--- config.mk ---
export PLATFORM = sky130hd
export DESIGN_NAME = two_list_sorted_merge_top
export DESIGN_NICKNAME = d
export VERILOG_FILES = /design/src/hdl/tlsm_pkg.sv /design/src/hdl/two_list_sorted_merge_top.sv /design/src/hdl/tlsm_ctrl.sv /design/src/hdl/tlsm_datapath.sv
export VERILOG_INCLUDE_DIRS = /design/src /design/src/hdl
export SDC_FILE = /design/constraint.sdc
export NUM_CORES = 2
export LEC_CHECK = 0
export ABC_AREA = 1
export BUFFER_PORTS_ARGS = -buffer_cell sky130_fd_sc_hd__clkbuf_2
export CORE_ASPECT_RATIO = 0.9
export CORE_MARGIN = 2
export CORE_UTILIZATION = 57
export DETAILED_ROUTE_END_ITERATION = 7
export GPL_ROUTABILITY_DRIVEN = 0
export GPL_TIMING_DRIVEN = 0
export PLACE_DENSITY_LB_ADDON = 0.1
export REMOVE_ABC_BUFFERS = 1
export SETUP_SLACK_MARGIN = 0.3
export SKIP_LAST_GASP = 1
export SYNTH_ARGS = -nofsm -noshare
export SYNTH_HDL_FRONTEND = slang
export SYNTH_SLANG_ARGS = --single-unit
export TNS_END_PERCENT = 10
--- constraint.sdc ---
create_clock -name clk_i -period 3.1 [get_ports clk_i]
set_clock_uncertainty 0.1 [all_clocks]
set_input_delay 0.465 -clock clk_i [delete_from_list [all_inputs] [get_ports clk_i]]
set_output_delay 0.465 -clock clk_i [all_outputs]
set_load 0.03 [all_outputs]
--- src/hdl/two_list_sorted_merge_top_defines.svh ---
// Assertion macros shared by the two-list sorted merge block.
`ifndef TWO_LIST_SORTED_MERGE_TOP_DEFINES_SVH
`define TWO_LIST_SORTED_MERGE_TOP_DEFINES_SVH

// Same-cycle implication, checked on every rising clock edge out of reset.
`define TLSM_ASSERT_SAME(lbl, ante, cons, msg) \
  lbl: assert property (@(posedge clk_i) disable iff (!rst_ni) (ante) |-> (cons)) \
    else $error(msg);

// Next-cycle implication, checked on every rising clock edge out of reset.
`define TLSM_ASSERT_NEXT(lbl, ante, cons, msg) \
  lbl: assert property (@(posedge clk_i) disable iff (!rst_ni) (ante) |=> (cons)) \
    else $error(msg);

`endif

--- src/hdl/tlsm_pkg.sv ---
// Types and constants shared by the two-list sorted merge modules.
package tlsm_pkg;

  localparam logic [1:0] OP_PUSH_A = 2'd0;
  localparam logic [1:0] OP_PUSH_B = 2'd1;
  localparam logic [1:0] OP_MERGE  = 2'd2;

  typedef struct packed {
    logic [1:0]         op;
    logic signed [31:0] value;
  } tlsm_in_t;

  typedef struct packed {
    logic signed [31:0] merged_value;
    logic               last;
    logic               dropped;
  } tlsm_out_t;

  typedef enum logic [1:0] {
    ST_IDLE  = 2'b01,
    ST_MERGE = 2'b10
  } tlsm_state_e;

  typedef struct packed {
    logic push_a;
    logic push_b;
    logic emit;
    logic take_a;
    logic last;
  } tlsm_cmd_t;

  typedef struct packed {
    logic a_left;
    logic b_left;
    logic a_one;
    logic b_one;
    logic a_lt_b;
    logic empty;
    logic out_free;
  } tlsm_status_t;

endpackage

--- src/hdl/two_list_sorted_merge_top.sv ---
// Top level of the two-list sorted merge block: controller, datapath and assertions.
//
// Push items (op 0 to list A, op 1 to list B) are taken one per cycle while idle; a push to a
// full list is discarded and flags dropped on the next merge's results. A merge
// item (op 2) with stored elements holds off the input until its final result,
// while the merge sequencer emits one result per cycle into the output register
// whenever the output is not stalled; the rate is set by the one read port of each
// list memory, whose registered head is fetched at the next index. A merge with
// both lists empty gives no result. Ties go to list B, the final result carries
// last, and both lists are empty afterwards.
module two_list_sorted_merge_top
  import tlsm_pkg::*;
#(
  parameter int LIST_DEPTH = 32,
  parameter int DATA_WIDTH = 32
) (
  input  logic      clk_i,
  input  logic      rst_ni,
  input  logic      in_valid_i,
  output logic      in_stall_o,
  input  tlsm_in_t  in_item_i,
  output logic      out_valid_o,
  input  logic      out_stall_i,
  output tlsm_out_t out_item_o
);

`include "two_list_sorted_merge_top_defines.svh"

  tlsm_cmd_t    cmd;
  tlsm_status_t status;

  tlsm_ctrl u_ctrl (
    .clk_i      (clk_i),
    .rst_ni     (rst_ni),
    .in_valid_i (in_valid_i),
    .in_op_i    (in_item_i.op),
    .status_i   (status),
    .cmd_o      (cmd),
    .in_stall_o (in_stall_o)
  );

  tlsm_datapath #(
    .LIST_DEPTH (LIST_DEPTH),
    .DATA_WIDTH (DATA_WIDTH)
  ) u_datapath (
    .clk_i       (clk_i),
    .rst_ni      (rst_ni),
    .cmd_i       (cmd),
    .in_value_i  (in_item_i.value),
    .out_stall_i (out_stall_i),
    .status_o    (status),
    .out_valid_o (out_valid_o),
    .out_item_o  (out_item_o)
  );

  // A result is only taken while an element is still left in one of the lists.
  `TLSM_ASSERT_SAME(a_emit_nonempty, cmd.emit, status.a_left || status.b_left, "emit from empty lists")
  // No input item is accepted while the merge is emitting.
  `TLSM_ASSERT_SAME(a_emit_blocks_in, cmd.emit, in_stall_o, "input accepted during merge")
  // After the final result the lists are empty and input is taken again.
  `TLSM_ASSERT_NEXT(a_last_releases, cmd.emit && cmd.last, !in_stall_o && status.empty, "merge did not finish cleanly")

endmodule

--- src/hdl/tlsm_ctrl.sv ---
// Controller state machine: accepts items and sequences the merge one result at a time.
module tlsm_ctrl
  import tlsm_pkg::*;
(
  input  logic         clk_i,
  input  logic         rst_ni,
  input  logic         in_valid_i,
  input  logic [1:0]   in_op_i,
  input  tlsm_status_t status_i,
  output tlsm_cmd_t    cmd_o,
  output logic         in_stall_o
);

  tlsm_state_e state_q, state_d;
  logic        accept;
  logic        take_a;

  assign in_stall_o = (state_q != ST_IDLE);
  assign accept     = in_valid_i && (state_q == ST_IDLE);

  // On a tie the head of B goes first.
  assign take_a = status_i.a_left && (!status_i.b_left || status_i.a_lt_b);

  always_comb begin
    cmd_o        = '0;
    cmd_o.push_a = accept && (in_op_i == OP_PUSH_A);
    cmd_o.push_b = accept && (in_op_i == OP_PUSH_B);
    cmd_o.emit   = (state_q == ST_MERGE) && status_i.out_free;
    cmd_o.take_a = take_a;
    cmd_o.last   = take_a ? (status_i.a_one && !status_i.b_left)
                          : (status_i.b_one && !status_i.a_left);
  end

  always_comb begin
    state_d = state_q;
    case (state_q)
      ST_IDLE: begin
        if (accept && (in_op_i == OP_MERGE) && !status_i.empty) begin
          state_d = ST_MERGE;
        end
      end
      ST_MERGE: begin
        if (cmd_o.emit && cmd_o.last) begin
          state_d = ST_IDLE;
        end
      end
      default: begin
        state_d = ST_IDLE;
      end
    endcase
  end

  always_ff @(posedge clk_i or negedge rst_ni) begin
    if (!rst_ni) begin
      state_q <= ST_IDLE;
    end else begin
      state_q <= state_d;
    end
  end

endmodule

--- src/hdl/tlsm_datapath.sv ---
// Datapath: the two list memories, counts, read heads, compare and the output register.
module tlsm_datapath
  import tlsm_pkg::*;
#(
  parameter int LIST_DEPTH = 32,
  parameter int DATA_WIDTH = 32
) (
  input  logic         clk_i,
  input  logic         rst_ni,
  input  tlsm_cmd_t    cmd_i,
  input  logic [31:0]  in_value_i,
  input  logic         out_stall_i,
  output tlsm_status_t status_o,
  output logic         out_valid_o,
  output tlsm_out_t    out_item_o
);

  localparam int IW = (LIST_DEPTH > 1) ? $clog2(LIST_DEPTH) : 1;
  localparam int CW = $clog2(LIST_DEPTH + 1);
  localparam logic [CW-1:0] FULL = CW'(LIST_DEPTH);

  logic [DATA_WIDTH-1:0] mem_a [LIST_DEPTH];
  logic [DATA_WIDTH-1:0] mem_b [LIST_DEPTH];

  logic [CW-1:0]         cnt_a_q, cnt_b_q;
  logic [CW-1:0]         ia_q, ib_q, ia_d, ib_d;
  logic                  ovf_q;
  logic [DATA_WIDTH-1:0] head_a_q, head_b_q;
  logic                  out_valid_q;
  tlsm_out_t             out_q;

  logic [63:0]              value_ext;
  logic [DATA_WIDTH-1:0]    wdata;
  logic                     full_a, full_b, clear;
  logic signed [DATA_WIDTH-1:0] sel;
  logic signed [63:0]       sel_ext;

  function automatic logic [IW-1:0] to_addr(input logic [CW-1:0] c);
    logic [IW-1:0] a;
    // A count equal to the depth has no entry behind it; read entry 0 instead.
    a = (c == FULL) ? '0 : c[IW-1:0];
    return a;
  endfunction

  // Pushed values keep the low bits of the zero-extended 32-bit field.
  assign value_ext = {32'b0, in_value_i};
  assign wdata     = value_ext[DATA_WIDTH-1:0];

  assign full_a = (cnt_a_q == FULL);
  assign full_b = (cnt_b_q == FULL);
  assign clear  = cmd_i.emit && cmd_i.last;

  always_comb begin
    ia_d = ia_q;
    ib_d = ib_q;
    if (cmd_i.emit) begin
      if (cmd_i.take_a) begin
        ia_d = ia_q + CW'(1);
      end else begin
        ib_d = ib_q + CW'(1);
      end
    end
  end

  // Heads are read at the next index so they are valid on the following cycle.
  always_ff @(posedge clk_i) begin
    if (cmd_i.push_a && !full_a) begin
      mem_a[to_addr(cnt_a_q)] <= wdata;
    end
    if (cmd_i.push_b && !full_b) begin
      mem_b[to_addr(cnt_b_q)] <= wdata;
    end
    head_a_q <= mem_a[to_addr(clear ? '0 : ia_d)];
    head_b_q <= mem_b[to_addr(clear ? '0 : ib_d)];
  end

  always_ff @(posedge clk_i or negedge rst_ni) begin
    if (!rst_ni) begin
      cnt_a_q <= '0;
      cnt_b_q <= '0;
      ia_q    <= '0;
      ib_q    <= '0;
      ovf_q   <= 1'b0;
    end else if (clear) begin
      cnt_a_q <= '0;
      cnt_b_q <= '0;
      ia_q    <= '0;
      ib_q    <= '0;
      ovf_q   <= 1'b0;
    end else begin
      ia_q <= ia_d;
      ib_q <= ib_d;
      if (cmd_i.push_a) begin
        if (full_a) begin
          ovf_q <= 1'b1;
        end else begin
          cnt_a_q <= cnt_a_q + CW'(1);
        end
      end
      if (cmd_i.push_b) begin
        if (full_b) begin
          ovf_q <= 1'b1;
        end else begin
          cnt_b_q <= cnt_b_q + CW'(1);
        end
      end
    end
  end

  assign sel     = cmd_i.take_a ? $signed(head_a_q) : $signed(head_b_q);
  assign sel_ext = 64'(sel);

  always_ff @(posedge clk_i or negedge rst_ni) begin
    if (!rst_ni) begin
      out_valid_q <= 1'b0;
    end else if (cmd_i.emit) begin
      out_valid_q <= 1'b1;
    end else if (!out_stall_i) begin
      out_valid_q <= 1'b0;
    end
  end

  always_ff @(posedge clk_i) begin
    if (cmd_i.emit) begin
      out_q.merged_value <= sel_ext[31:0];
      out_q.last         <= cmd_i.last;
      out_q.dropped      <= ovf_q;
    end
  end

  assign status_o.a_left   = (ia_q != cnt_a_q);
  assign status_o.b_left   = (ib_q != cnt_b_q);
  assign status_o.a_one    = ((ia_q + CW'(1)) == cnt_a_q);
  assign status_o.b_one    = ((ib_q + CW'(1)) == cnt_b_q);
  assign status_o.a_lt_b   = ($signed(head_a_q) < $signed(head_b_q));
  assign status_o.empty    = (cnt_a_q == '0) && (cnt_b_q == '0);
  assign status_o.out_free = !out_valid_q || !out_stall_i;

  assign out_valid_o = out_valid_q;
  assign out_item_o  = out_q;

endmodule
==> flow_summary_export.csv <==
group,metric,value,unit
global_routing,grt_pass1_wl,453000,um
layout,fin_cells,12100,
layout,nets,9710,
timing,period_minus_slack,4.44,ns
clock_tree,cts_tree,"built",
detailed_routing,first_pass_iters,6,
logic_synthesis,synth_ff_type,"edfxtp_1",
job,drv_cap,0,
logic_synthesis,synth_top_area_share,65.0,%
critical_path,r2r_start,"u_datapath.head_b_q[13]",
critical_path,worstSetupPathType,"register to register",
outcome,status,"finished, violations left",
timing,tightest_slew,1.45,ns
clock_tree,clock_path_buffers,3,
timing,rsz0062_at_grt,"true",
critical_path,cp.arrival,5.07,ns
placed_design,placed_area,0.101,sq mm
clock_tree,cts_made_buffers,216,
clock_tree,cts_sinks,2174,
logic_synthesis,yosys_register_bits,2174,
placed_design,place_inst,11300,
layout,area_growth,21.8,%
power,peakVddDrop,0.000813,V
power,p_comb_share,41.7,%
layout,fillers,11600,
floorplan,pin_count,74,
critical_path,endpoint,"u_datapath.head_a_q[27]",
floorplan,start_util,57.2,%
critical_path,reg2reg_depth,32,
global_routing,grt_max_degree,121,
clock_tree,worstSkewPairLatency,0.86,ns
logic_synthesis,ys_async_sr_fraction,1.29,%
detailed_routing,antenna_left,0,
layout,fin_util,69.6,%
logic_synthesis,synth-edff-count,2082,
critical_path,endpoint_kind,"register",
outcome,violations,"setup timing",
power,power_density,877,mW/mm^2
logic_synthesis,ys_types,40,
power,clockPowerShare,25.2,%
critical_path,cp_max_fo,8,
floorplan,die_area,0.172,sq mm
timing,setup_ws,-1.34,ns
detailed_routing,wirelength,323000,um
worst_hold_path,hp-class,"input pin to register",
detailed_routing,wl_per_cell,26.7,um
detailed_routing,drtIter0Drc,9669,
timing,hold-worst-slack,0.0273,ns
layout,drive_gt1_share,14.3,%
critical_path,worstSetupStartpoint,"u_datapath.head_b_q[13]",
logic_synthesis,synth_top_area_cell,"edfxtp_1",
power,intPower,63.8,mW
layout,final_cell_mix,"edfxtp_1 (2082), nand2_1 (1988), inv_1 (1826), nand3_1 (1474), nand4_1 (612)",
logic_synthesis,synthCells,9349,
critical_path,cp.required,3.72,ns
layout,final_cell_area,0.117,sq mm
timing,clock.fmax,0.225,GHz
power,seq_power_share,33.1,%
timing,slew_viol_final,0,
floorplan,die_y,394,um
logic_synthesis,ys_seq_area_share,67.0,%
logic_synthesis,synth.area.top_cells,"edfxtp_1 (65%), nand3_1 (8.6%), nand2_1 (8.3%), inv_1 (7.2%), nand4_1 (4.0%)",
detailed_routing,drc,0,
timing,fin_tns_setup,-1453.05,ns
floorplan,core,0.168,sq mm
clock_tree,htree_levels,4,
detailed_routing,vias,72500,
global_routing,antenna_found_initial,27,
power,power.leakage,49.7,nW
placed_design,io_buffers,73,
detailed_routing,avgViaCountPerCell,6.01,
timing,slew_headroom,3.37,%
critical_path,worstSetupStartpointType,"register",
timing,period_share,143,%
critical_path,r2r-end,"u_datapath.head_a_q[27]",
placed_design,place_ws,-4.18,ns
logic_synthesis,syn_area_per_cell,10.3,sq um
power,power.total,103,mW
timing,setup_viol,2156,
power,p_switching,39.1,mW
logic_synthesis,yosysWarningCount,0,
critical_path,slowest_delay,0.37,ns
placed_design,dpl.hpwl,148000,um
critical_path,crit_slowest_cell,"o21ai_0",
floorplan,rows,143,
timing,hold_viol,0,
clock_tree,clk_pin_slew,0.06,ns
layout,final_common_cell,"edfxtp_1",
global_routing,overflow,0,
global_routing,grt_usage,36.1,%
floorplan,die_w,437,um
global_routing,grt_pass1_vias,67800,
logic_synthesis,syn_area,0.0963,sq mm
power,power_switching_share,38.0,%
critical_path,r2r_slack,-1.34,ns
clock_tree,cts-root-buf,"clkbuf_16",
## cell usage after synthesis, types with 3 or more instances
library cell / n
buf_2: 302
xor2_1: 25
nand2_1: 2131
xnor2_1: 4
o21ai_0: 38
nand3_1: 1663
dfxtp_1: 64
nor4_1: 3
clkbuf_1: 198
nand3_2: 3
inv_2: 9
dfrtp_1: 27
edfxtp_1: 2082
nand4_1: 612
ha_1: 45
o211ai_1: 3
inv_1: 1842
nor2_1: 172
a21oi_1: 19
buf_1: 56
nor3_1: 11
buf_4: 18
## registers in the layout, summed over array words and instances, names as in the netlist
signal                  flops
u_datapath.head_a_q        32
u_datapath.ib_q             6
u_datapath.cnt_a_q          6
u_datapath.out_valid_o      1
u_datapath.ovf_q            1
u_datapath.mem_a         1024
u_ctrl.state_q              2
u_datapath.out_item_o      34
u_datapath.ia_q             6
u_datapath.cnt_b_q          6
u_datapath.head_b_q        32
u_datapath.mem_b         1024
## worst min-delay path by stage
stage,cells past startpoint,slack (ns),to,start
6_report,1,0.03,u_datapath.mem_a[26][2],in_item_i[2]
3_5_place_dp,0,0.37,u_datapath.out_item_o[0],u_datapath.ovf_q
2_1_floorplan,0,0.07,u_ctrl.state_q[1],rst_ni
3_3_place_gp,0,0.38,u_datapath.out_item_o[0],u_datapath.ovf_q
5_1_grt,1,0.02,u_datapath.mem_a[26][2],in_item_i[2]
4_1_cts,5,0.01,u_datapath.ovf_q,in_valid_i
## per-layer routing
layer,global-route usage [%],vias to the layer above,share of wire (%)
met4,19.3,10,6.2
met1,46.6,34900,36
met2,57.7,4772,47
li1,-,31800,-
met5,0,-,0.020
met3,7.28,1050,11
## cell families (layout without fill, tap and decap cells)
kind of cell / Yosys count / count (layout) / synth area share (%)
AO/OA/AOI/OAI: 67 / 67 / 0.385
XOR/XNOR: 30 / 30 / 0.281
adder cells (fa/ha/maj): 45 / 45 / 0.585
buffers and inverters: 2429 / 2874 / 9.95
flip-flops: 2174 / 2174 / 67.0
other: 0 / 11 / 0
AND/OR/NAND/NOR: 4604 / 4616 / 21.8
## worst max-delay path, delay by kind of cell (launching register included)
| family | cells | cell delay [ns] |
|---|---|---|
| and+or+nand+nor | 16 | 1.38 |
| DFF | 1 | 0.33 |
| buffers and inverters | 13 | 1.64 |
| AOI/OAI and AO/OA | 2 | 0.47 |
| adders and majority gates | 1 | 0.33 |
## final cells by class
cell class / instances / area (sq um) / area share, %
diodes: 11 / 27.5 / 0.0235
clock buffers: 288 / 5870 / 5.01
clock inverters: 109 / 1000 / 0.853
inverters: 1853 / 7110 / 6.07
multi-input cells: 4758 / 24700 / 21.1
flip-flops and latches: 2174 / 64500 / 55.1
well taps: 2247 / 2810 / 2.40
repair buffers: 607 / 10900 / 9.31
repair inverters: 17 / 199 / 0.170
## repair_timing
item	4_1_cts	5_1_grt
setup buffers	131	34
hold buffers	5	10
resized for setup	363	289
pin swaps	102	115
hold endpoints to repair	31	156
cloned	163	31
setup endpoints to repair	2159	2172
## power by group through the flow
stage / sequential (mW) / combinational [mW] / clock [mW]
6_report: 34.1 / 42.9 / 25.9
5_1_grt: 34.1 / 44.7 / 27.1
4_1_cts: 34.0 / 38.4 / 25.9
3_5_place_dp: 34.5 / 27.8 / 0
3_3_place_gp: 34.5 / 25.3 / 0
2_1_floorplan: 34.3 / 17.5 / 0
No activity file was read; power rests on OpenSTA's default activity.
